### config.mk
export PLATFORM = sky130hd
export DESIGN_NAME = fraction_sum_accumulator_flat
export DESIGN_NICKNAME = d
export VERILOG_FILES = /design/src/hdl/fsa_pkg.sv /design/src/hdl/fsa_if.sv /design/src/hdl/fsa_mul.sv /design/src/hdl/fsa_div.sv /design/src/hdl/fraction_sum_accumulator.sv /design/src/flat_wrapper.sv
export SDC_FILE = /design/constraint.sdc
export NUM_CORES = 2
export LEC_CHECK = 0
export BUFFER_PORTS_ARGS = -buffer_cell sky130_fd_sc_hd__buf_4
export CORE_MARGIN = 2
export CORE_UTILIZATION = 55
export CTS_BUF_LIST = sky130_fd_sc_hd__clkbuf_8 sky130_fd_sc_hd__clkbuf_16
export DETAILED_ROUTE_END_ITERATION = 6
export PLACE_DENSITY_LB_ADDON = 0.05
export SKIP_CTS_REPAIR_TIMING = 1
export SLEW_MARGIN = 20
export SYNTH_ARGS = -nofsm -noshare
export SYNTH_HDL_FRONTEND = slang
export SYNTH_SLANG_ARGS = --single-unit
### constraint.sdc
create_clock -name clk -period 14.3 [get_ports clk]
set_clock_uncertainty 0.2 [all_clocks]
set_input_delay 2.86 -clock clk [delete_from_list [all_inputs] [get_ports clk]]
set_output_delay 2.86 -clock clk [all_outputs]
set_load 0.005 [all_outputs]
### src/hdl/fsa_pkg.sv
// fsa_pkg: shared constants and status codes for the fraction sum accumulator
// no dependencies
package fsa_pkg;
  localparam int WORD_BITS_DEF = 32;
  localparam int NUM_W = 32;
  localparam int DEN_W = 31;
  localparam int ST_W  = 2;

  localparam logic [ST_W-1:0] ST_OK       = 2'd0;
  localparam logic [ST_W-1:0] ST_ZERO_DEN = 2'd1;
  localparam logic [ST_W-1:0] ST_OVF      = 2'd2;
endpackage

### src/hdl/fsa_if.sv
// fsa_in_if, fsa_out_if: valid/ready channels for fractions and results
// depends on fsa_pkg
interface fsa_in_if;
  import fsa_pkg::*;
  logic                    valid;
  logic                    ready;
  logic signed [NUM_W-1:0] numerator;
  logic [DEN_W-1:0]        denominator;
  logic                    first;
  logic                    last;
  modport source (output valid, numerator, denominator, first, last, input ready);
  modport sink   (input valid, numerator, denominator, first, last, output ready);
endinterface

interface fsa_out_if;
  import fsa_pkg::*;
  logic                    valid;
  logic                    ready;
  logic signed [NUM_W-1:0] sum_numerator;
  logic [DEN_W-1:0]        sum_denominator;
  logic [ST_W-1:0]         status;
  modport source (output valid, sum_numerator, sum_denominator, status, input ready);
  modport sink   (input valid, sum_numerator, sum_denominator, status, output ready);
endinterface

### src/hdl/fsa_mul.sv
// fsa_mul: bit-serial shift-add multiplier, 32x32 unsigned to 64 bits
// depends on fsa_pkg
module fsa_mul (
  input  logic        clk,
  input  logic        rst_n,
  input  logic        start,
  input  logic [31:0] a,
  input  logic [31:0] b,
  output logic        done,
  output logic [63:0] p
);
  import fsa_pkg::*;
  logic [63:0] acc_r, acc_nxt;
  logic [31:0] a_r, a_nxt;
  logic [5:0]  cnt_r, cnt_nxt;
  logic        busy_r, busy_nxt;
  logic [32:0] hi;

  // one multiplier bit per cycle: add then shift right
  always_comb begin
    hi       = {1'b0, acc_r[63:32]} + {1'b0, (a_r[0] ? b : 32'd0)};
    acc_nxt  = acc_r;
    a_nxt    = a_r;
    cnt_nxt  = cnt_r;
    busy_nxt = busy_r;
    if (start) begin
      acc_nxt = '0; a_nxt = a; cnt_nxt = '0; busy_nxt = 1'b1;
    end else if (busy_r) begin
      acc_nxt = {hi, acc_r[31:1]};
      a_nxt   = a_r >> 1;
      cnt_nxt = cnt_r + 6'd1;
      if (cnt_r == 6'd31) busy_nxt = 1'b0;
    end
  end

  always_ff @(posedge clk) begin
    if (!rst_n) begin
      busy_r <= 1'b0;
      cnt_r  <= '0;
    end else begin
      busy_r <= busy_nxt;
      cnt_r  <= cnt_nxt;
    end
    acc_r <= acc_nxt;
    a_r   <= a_nxt;
  end

  assign done = busy_r && cnt_r == 6'd31;
  assign p    = {hi, acc_r[31:1]};
endmodule

### src/hdl/fsa_div.sv
// fsa_div: restoring divider, one quotient bit per cycle, 64-bit operands
// depends on fsa_pkg
module fsa_div (
  input  logic        clk,
  input  logic        rst_n,
  input  logic        start,
  input  logic [63:0] num,
  input  logic [63:0] den,
  output logic        done,
  output logic [63:0] quo,
  output logic [63:0] rem
);
  import fsa_pkg::*;
  logic [63:0] q_r, q_nxt, r_r, r_nxt;
  logic [6:0]  cnt_r, cnt_nxt;
  logic        busy_r, busy_nxt;
  logic [64:0] trial;

  always_comb begin
    trial    = {r_r, q_r[63]};
    q_nxt    = q_r;
    r_nxt    = r_r;
    cnt_nxt  = cnt_r;
    busy_nxt = busy_r;
    if (start) begin
      q_nxt = num; r_nxt = '0; cnt_nxt = '0; busy_nxt = 1'b1;
    end else if (busy_r) begin
      if (trial >= {1'b0, den}) begin
        r_nxt = 64'(trial - {1'b0, den});
        q_nxt = {q_r[62:0], 1'b1};
      end else begin
        r_nxt = trial[63:0];
        q_nxt = {q_r[62:0], 1'b0};
      end
      cnt_nxt = cnt_r + 7'd1;
      if (cnt_r == 7'd63) busy_nxt = 1'b0;
    end
  end

  always_ff @(posedge clk) begin
    if (!rst_n) begin
      busy_r <= 1'b0;
      cnt_r  <= '0;
    end else begin
      busy_r <= busy_nxt;
      cnt_r  <= cnt_nxt;
    end
    q_r <= q_nxt;
    r_r <= r_nxt;
  end

  assign done = busy_r && cnt_r == 7'd63;
  assign quo  = q_nxt;
  assign rem  = r_nxt;
endmodule

### src/hdl/fraction_sum_accumulator.sv
// fraction_sum_accumulator: top level, sequencer around serial mul and div
// depends on fsa_pkg, fsa_if, fsa_mul, fsa_div
//
// usage: fractions enter on the in channel (numerator, denominator, first,
// last); a transaction marked last produces one result transaction on the
// out channel with the reduced running sum and a sticky status
// (0 ok, 1 zero denominator, 2 overflow). a first transaction restarts the
// sum. one fraction is processed at a time: a first item or zero
// denominator goes straight to the result check; an addition runs three
// serial multiplies, a euclidean gcd of one serial divide per remainder
// step (up to about 90 steps, typically far fewer), then two serial
// divides. the result is valid from the cycle after it is loaded into
// its output register.
// reset (synchronous, rst_n low) loads 0/1 and clears status. the result
// is held in its own output register, so the next fraction is taken while
// the receiver stalls; only a second result waits until the first has left.
module fraction_sum_accumulator #(
  parameter int WORD_BITS = fsa_pkg::WORD_BITS_DEF
) (
  input logic clk,
  input logic rst_n,
  fsa_in_if.sink    in_ch,
  fsa_out_if.source out_ch
);
  import fsa_pkg::*;

  typedef enum logic [3:0] {
    S_IDLE, S_M1, S_M2, S_M3, S_ADD, S_GCD, S_D1, S_D2, S_CHK, S_OUT
  } state_t;

  localparam logic [63:0] HI = 64'((64'd1 << (WORD_BITS - 1)) - 64'd1);

  state_t state_r;
  logic signed [NUM_W-1:0] acc_n_r, in_n_r, out_n_r;
  logic [DEN_W-1:0]        acc_d_r, in_d_r, out_d_r;
  logic [ST_W-1:0]         err_r, out_st_r;
  logic                    last_r, neg_r;
  logic [63:0]             t1_r, t2_r, sd_r, mag_r, ga_r, gb_r, rn_r, rd_r;
  logic                    out_valid_r;
  logic                    load_out;

  logic        m_start, m_done, d_start, d_done;
  logic [31:0] m_a, m_b;
  logic [63:0] m_p, d_num, d_den, d_quo, d_rem;
  logic        fits_in;

  fsa_mul u_mul (.clk, .rst_n, .start(m_start), .a(m_a), .b(m_b), .done(m_done), .p(m_p));
  fsa_div u_div (.clk, .rst_n, .start(d_start), .num(d_num), .den(d_den),
                 .done(d_done), .quo(d_quo), .rem(d_rem));

  assign in_ch.ready = (state_r == S_IDLE);
  assign fits_in = (64'(signed'(in_ch.numerator)) <= signed'(HI))
                && (64'(signed'(in_ch.numerator)) >= -signed'(HI) - 64'sd1)
                && ({33'd0, in_ch.denominator} <= HI);

  // output register is free or being emptied this cycle
  assign load_out = (state_r == S_CHK) && last_r && (!out_valid_r || out_ch.ready);

  // start pulses for the serial units, one per state entry and one per further gcd step
  logic first_cyc_r;
  always_comb begin
    m_start = first_cyc_r && (state_r == S_M1 || state_r == S_M2 || state_r == S_M3);
    d_start = first_cyc_r && (state_r == S_GCD || state_r == S_D1 || state_r == S_D2);
    m_a = 32'(acc_n_r[31] ? 32'(-acc_n_r) : acc_n_r);
    m_b = {1'b0, in_d_r};
    case (state_r)
      S_M2: begin m_a = in_n_r[31] ? 32'(-in_n_r) : in_n_r; m_b = {1'b0, acc_d_r}; end
      S_M3: begin m_a = {1'b0, acc_d_r}; m_b = {1'b0, in_d_r}; end
      default: ;
    endcase
    d_num = ga_r;
    d_den = gb_r;
    case (state_r)
      S_D1: begin d_num = mag_r; d_den = ga_r; end
      S_D2: begin d_num = sd_r;  d_den = ga_r; end
      default: ;
    endcase
  end

  logic nfit;
  assign nfit = (rn_r > (neg_r ? HI + 64'd1 : HI)) || (rd_r > HI);

  always_ff @(posedge clk) begin
    if (!rst_n) begin
      state_r <= S_IDLE; first_cyc_r <= 1'b0; out_valid_r <= 1'b0;
      acc_n_r <= '0; acc_d_r <= DEN_W'(1); err_r <= ST_OK;
    end else begin
      first_cyc_r <= 1'b0;
      case (state_r)
        S_IDLE: if (in_ch.valid) begin
          in_n_r <= in_ch.numerator; in_d_r <= in_ch.denominator;
          last_r <= in_ch.last;
          state_r <= S_CHK;
          if (in_ch.first) begin
            err_r <= ST_OK; acc_n_r <= '0; acc_d_r <= DEN_W'(1);
            if (in_ch.denominator == '0) err_r <= ST_ZERO_DEN;
            else if (!fits_in) err_r <= ST_OVF;
            else begin acc_n_r <= in_ch.numerator; acc_d_r <= in_ch.denominator; end
          end else if (in_ch.denominator == '0) begin
            if (err_r == ST_OK) err_r <= ST_ZERO_DEN;
          end else begin
            state_r <= S_M1; first_cyc_r <= 1'b1;
          end
        end
        S_M1: if (m_done) begin
          t1_r <= m_p; state_r <= S_M2; first_cyc_r <= 1'b1;
        end
        S_M2: if (m_done) begin
          t2_r <= m_p; state_r <= S_M3; first_cyc_r <= 1'b1;
        end
        S_M3: if (m_done) begin
          sd_r <= m_p; state_r <= S_ADD;
        end
        S_ADD: begin
          // signed sum of the two cross terms, in sign-magnitude form
          if (acc_n_r[31] == in_n_r[31]) begin
            mag_r <= t1_r + t2_r; neg_r <= acc_n_r[31];
          end else if (t1_r >= t2_r) begin
            mag_r <= t1_r - t2_r; neg_r <= acc_n_r[31] && (t1_r != t2_r);
          end else begin
            mag_r <= t2_r - t1_r; neg_r <= in_n_r[31];
          end
          // seed the gcd with the magnitude and the denominator product
          ga_r <= (acc_n_r[31] == in_n_r[31]) ? t1_r + t2_r
                : (t1_r >= t2_r ? t1_r - t2_r : t2_r - t1_r);
          gb_r <= sd_r;
          state_r <= S_GCD;
          first_cyc_r <= 1'b1;
        end
        S_GCD: if (d_done) begin
          ga_r <= gb_r; gb_r <= d_rem;
          if (d_rem == '0) begin state_r <= S_D1; end
          first_cyc_r <= 1'b1;
        end
        S_D1: if (d_done) begin
          rn_r <= d_quo; state_r <= S_D2; first_cyc_r <= 1'b1;
        end
        S_D2: if (d_done) begin
          rd_r <= d_quo; state_r <= S_OUT;
        end
        S_OUT: begin
          if (nfit) begin
            if (err_r == ST_OK) err_r <= ST_OVF;
          end else begin
            acc_n_r <= neg_r ? 32'(-rn_r) : rn_r[31:0];
            acc_d_r <= rd_r[DEN_W-1:0];
          end
          state_r <= S_CHK;
        end
        S_CHK: begin
          if (!last_r) state_r <= S_IDLE;
          else if (load_out) begin
            out_n_r <= acc_n_r; out_d_r <= acc_d_r; out_st_r <= err_r;
            state_r <= S_IDLE;
          end
        end
        default: state_r <= S_IDLE;
      endcase
      if (load_out) out_valid_r <= 1'b1;
      else if (out_ch.ready) out_valid_r <= 1'b0;
    end
  end

  // gcd(x,0) handled: sd is never zero so first divide is x mod sd
  assign out_ch.valid           = out_valid_r;
  assign out_ch.sum_numerator   = out_n_r;
  assign out_ch.sum_denominator = out_d_r;
  assign out_ch.status          = out_st_r;

  a_busy_no_ready: assert property (@(posedge clk) disable iff (!rst_n)
    state_r != S_IDLE |-> !in_ch.ready) else $error("ready while busy");
  a_out_hold: assert property (@(posedge clk) disable iff (!rst_n)
    out_valid_r && !out_ch.ready |=> out_valid_r && $stable(out_n_r))
    else $error("result changed while stalled");
  a_den_nonzero: assert property (@(posedge clk) disable iff (!rst_n)
    out_valid_r |-> out_d_r != '0) else $error("zero denominator held");
  a_status_legal: assert property (@(posedge clk) disable iff (!rst_n)
    err_r == ST_OK || err_r == ST_ZERO_DEN || err_r == ST_OVF) else $error("bad status");
endmodule

### src/flat_wrapper.sv
// flat-port wrapper written by rule: the top's interface ports become plain ports
module fraction_sum_accumulator_flat import fsa_pkg::*;
#(
  parameter int WORD_BITS = fsa_pkg::WORD_BITS_DEF
)
  (clk, rst_n, in_ch_valid, in_ch_numerator, in_ch_denominator, in_ch_first, in_ch_last, in_ch_ready, out_ch_valid, out_ch_sum_numerator, out_ch_sum_denominator, out_ch_status, out_ch_ready);
  fsa_in_if in_ch_i ();
  fsa_out_if out_ch_i ();
  input logic clk;
  input logic rst_n;
  input wire logic [$bits(in_ch_i.valid)-1:0] in_ch_valid;
  input wire logic [$bits(in_ch_i.numerator)-1:0] in_ch_numerator;
  input wire logic [$bits(in_ch_i.denominator)-1:0] in_ch_denominator;
  input wire logic [$bits(in_ch_i.first)-1:0] in_ch_first;
  input wire logic [$bits(in_ch_i.last)-1:0] in_ch_last;
  output wire logic [$bits(in_ch_i.ready)-1:0] in_ch_ready;
  output wire logic [$bits(out_ch_i.valid)-1:0] out_ch_valid;
  output wire logic [$bits(out_ch_i.sum_numerator)-1:0] out_ch_sum_numerator;
  output wire logic [$bits(out_ch_i.sum_denominator)-1:0] out_ch_sum_denominator;
  output wire logic [$bits(out_ch_i.status)-1:0] out_ch_status;
  input wire logic [$bits(out_ch_i.ready)-1:0] out_ch_ready;
  assign in_ch_i.valid = in_ch_valid;
  assign in_ch_i.numerator = in_ch_numerator;
  assign in_ch_i.denominator = in_ch_denominator;
  assign in_ch_i.first = in_ch_first;
  assign in_ch_i.last = in_ch_last;
  assign in_ch_ready = in_ch_i.ready;
  assign out_ch_valid = out_ch_i.valid;
  assign out_ch_sum_numerator = out_ch_i.sum_numerator;
  assign out_ch_sum_denominator = out_ch_i.sum_denominator;
  assign out_ch_status = out_ch_i.status;
  assign out_ch_i.ready = out_ch_ready;
  fraction_sum_accumulator #(.WORD_BITS(WORD_BITS)) u_core (.clk(clk), .rst_n(rst_n), .in_ch(in_ch_i), .out_ch(out_ch_i));
endmodule
==> flow_summary.json <==
{
  "drt-pass1-iter-count": 6,
  "cts-root-buf": "clkbuf_16",
  "routabilityCongestion": 1.05,
  "drive_gt1_frac": 0.0844,
  "grt_pass1_vias": 42990,
  "cp_max_fo": 134,
  "p_leak_nw": 24.3,
  "fp.dieH_microns": 322,
  "ys_warn_count": 0,
  "layout_common_cells": "674 x edfxtp_1, 613 x nand2_1, 498 x a21oi_1",
  "combPwrFrac": 0.359,
  "synthFlopType": "edfxtp_1",
  "drv_slew": 0,
  "finalWirelength_microns": 204000,
  "cpLargestDelayFamily": "simple AND/OR/NAND/NOR gates",
  "ir_worst_vdd_v": 0.000120,
  "path_cells": "or2_4 -> buf_12 -> mux2_2 -> inv_1 -> ha_1 -> nor2b_1 -> o21bai_1 -> and3b_1 -> o21ai_1 -> o2111ai_2 -> a2111o_1 -> nand2_2 -> nand2_1 -> o21a_1 -> nand4b_1 -> nor4_1 -> nand4_1 -> nor4_2 -> a21oi_2 -> o211a_1",
  "cp-start-kind": "flip-flop",
  "cp.required_ns": 14.71,
  "post-place-cells": 6903,
  "crit_buf_inv": 2,
  "p_sw_w": 0.00413,
  "vias_per_cell": 6.68,
  "grt_max_degree": 135,
  "clkPwrFrac": 0.262,
  "crit_slowest_cell": "or2_4",
  "final_common_cell": "edfxtp_1",
  "synth_cells": 5744,
  "postSynthAreaPerCell_sq_um": 9.68,
  "first_iter_violations": 7326,
  "routed-via-count": 47423,
  "grt_util_all_layers": 0.384,
  "worst_pin_slew_ns": 1.27,
  "clock_latency_ns": 0.72,
  "synthArstFlopShare": 0,
  "p_int_w": 0.00639,
  "antenna_found_initial": 15,
  "synth_fp_nets": 6140,
  "hp-class": "reg -> reg",
  "grt_pass1_wl_microns": 294000,
  "finalSetupTns_ns": 0,
  "slowest_delay_ns": 0.76,
  "hold_viol_final": 0,
  "layout.cells.non_filler": 7096,
  "initial_utilization": 0.555,
  "die_w_microns": 322,
  "cp_data_arrival_time_ns": 8.66,
  "place_area_sq_um": 57600,
  "grt_setup_unrepaired": "false",
  "port_buffers": 135,
  "path_class": "reg -> reg",
  "clock_sinks": 951,
  "cts_tree": "built",
  "syn2layout_area_growth_pct": 9.88,
  "max_freq_mhz": 121,
  "wl_per_cell_microns": 28.7,
  "yosysUniqueCellTypes": 101,
  "endpoint_kind": "flip-flop",
  "die_area_sq_um": 104000,
  "num-fill-cells": 8519,
  "pwr_density_cell_nw_per_um2": 172,
  "p_sw_frac": 0.393,
  "drc_errors": 0,
  "nNetsFinal": 6104,
  "dp_hpwl_microns": 155000,
  "drv_cap": 0,
  "numCtsBuffers": 100,
  "p_seq_frac": 0.378,
  "fin_area_sq_um": 61100,
  "grt_overflow": 0,
  "finalSetupViolations": 0,
  "status": "complete, no violations",
  "ios": 136,
  "cts.path.max_buffers": 3,
  "yosysSeqAreaShare": 0.464,
  "row_count": 116,
  "core_sq_um": 100000,
  "syn_area_sq_um": 55600,
  "clk_pin_slew_ns": 0.06,
  "cts-htree-levels": 3,
  "synth-seq-cells": 951,
  "synth_edf_count": 674,
  "slew_headroom": 0.148,
  "finalCritPeriodShare": 0.577,
  "ant_nets": 0,
  "min_period_ns": 8.26
}
state kept, by name (all words and copies together), names as in the netlist, 4 cells and up:
signal / cells
u_core.u_mul.cnt_r: 6
u_core.gb_r: 64
u_core.state_r: 4
u_core.rd_r: 64
u_core.u_div.cnt_r: 7
u_core.in_d_r: 31
u_core.mag_r: 64
u_core.sd_r: 64
u_core.in_n_r: 32
u_core.u_div.r_r: 64
u_core.ga_r: 64
u_core.rn_r: 64
u_core.out_ch.sum_denominator: 31
u_core.u_mul.acc_r: 63
u_core.acc_n_r: 32
u_core.out_ch.sum_numerator: 32
u_core.t2_r: 64
u_core.u_div.q_r: 64
u_core.u_mul.a_r: 32
u_core.t1_r: 64
u_core.acc_d_r: 31
worst reg2reg max path: stages (launching register included):
cell	delay (ns)
dfxtp_1	0.67
or2_4	0.76
buf_12	0.54
mux2_2	0.75
inv_1	0.07
ha_1	0.23
nor2b_1	0.14
o21bai_1	0.16
and3b_1	0.25
o21ai_1	0.12
o2111ai_2	0.36
a2111o_1	0.53
nand2_2	0.64
nand2_1	0.57
o21a_1	0.24
nand4b_1	0.23
nor4_1	0.72
nand4_1	0.25
nor4_2	0.24
a21oi_2	0.19
o211a_1	0.29
cell usage after synthesis (all sizes together) (72+ instances only):
| cell type | number | share of area |
|---|---|---|
| a211oi | 117 | 0.016 |
| a21o | 104 | 0.014 |
| a21oi | 501 | 0.045 |
| a221oi | 84 | 0.013 |
| buf | 81 | 0.0069 |
| clkbuf | 252 | 0.017 |
| dfxtp | 277 | 0.10 |
| edfxtp | 674 | 0.36 |
| ha | 322 | 0.072 |
| inv | 269 | 0.018 |
| mux2i | 157 | 0.028 |
| nand2 | 615 | 0.042 |
| nand4 | 95 | 0.011 |
| nor2 | 458 | 0.031 |
| nor2b | 95 | 0.011 |
| nor3 | 90 | 0.0084 |
| o21ai | 367 | 0.033 |
| o21bai | 87 | 0.012 |
| xnor2 | 178 | 0.028 |
| xor2 | 72 | 0.011 |
metal layers:
layer  up-vias  routed length (microns)  global-route usage
li1      21140                        -                   -
met1     23171                    86300               0.571
met2      2727                    84700               0.550
met3       377                    24400              0.0823
met4         8                     8210               0.135
met5         -                       51                   0
power by group through the flow:
stage / clock network [W] / registers [W] / logic [W]
final: 0.00276 / 0.00398 / 0.00378
after global routing: 0.00288 / 0.00400 / 0.00401
after CTS: 0.00278 / 0.00395 / 0.00367
after detailed placement: 0 / 0.00401 / 0.00363
after global placement: 0 / 0.00401 / 0.00363
after floorplan: 0 / 0.00381 / 0.00241
metrics by stage:
step	utilization	hold WS (ns)	power [W]	setup WS, ns
after floorplan	-	0.231	0.00622	2.29
after global placement	0.575	0.246	0.00764	6.66
after detailed placement	0.575	0.259	0.00764	6.45
after CTS	0.610	0.258	0.0104	6.43
after global routing	0.610	0.298	0.0109	6.01
final	0.610	0.262	0.0105	6.04
cells by family (layout without fill, tap and decap cells):
logic type      count (synthesis)  count (layout)  share of synthesized area
fa+ha+maj                     327             327                     0.0743
other cells                     0               3                          0
compound gates               1695            1695                      0.198
flops                         951             951                      0.464
mux                           201             201                     0.0372
buf+inv                       604             655                     0.0422
simple gates                 1716            1716                      0.145
xor+xnor                      250             250                     0.0394
layout make-up:
| type | instances | area [sq um] | share of cell area |
|---|---|---|---|
| inverters | 271 | 1020 | 0.0167 |
| repair buffers | 195 | 1470 | 0.0241 |
| clock inverters | 78 | 841 | 0.0138 |
| multi-input cells | 4189 | 27700 | 0.453 |
| well taps | 1298 | 1620 | 0.0266 |
| clock buffers | 111 | 2670 | 0.0436 |
| flip-flops and latches | 951 | 25800 | 0.422 |
| diodes | 3 | 7.51 | 0.000123 |
worst paths after layout:
kind | start | end | slack (ns) | cells past startpoint
setup / recovery | u_core.state_r[3]$_SDFFE_PN0P_ | u_core.state_r[2]$_SDFFE_PN0P_ | 6.04 | 20
hold / removal | u_core.u_mul.acc_r[63]$_SDFFE_PP0P_ | u_core.u_mul.acc_r[63]$_SDFFE_PP0P_ | 0.26 | 2
setup reg to reg | u_core.state_r[3]$_SDFFE_PN0P_ | u_core.state_r[2]$_SDFFE_PN0P_ | 6.04 | 20
hold reg to reg | u_core.u_mul.acc_r[63]$_SDFFE_PP0P_ | u_core.u_mul.acc_r[63]$_SDFFE_PP0P_ | 0.26 | 2
Note: power is estimated with default switching activity, not from simulation.
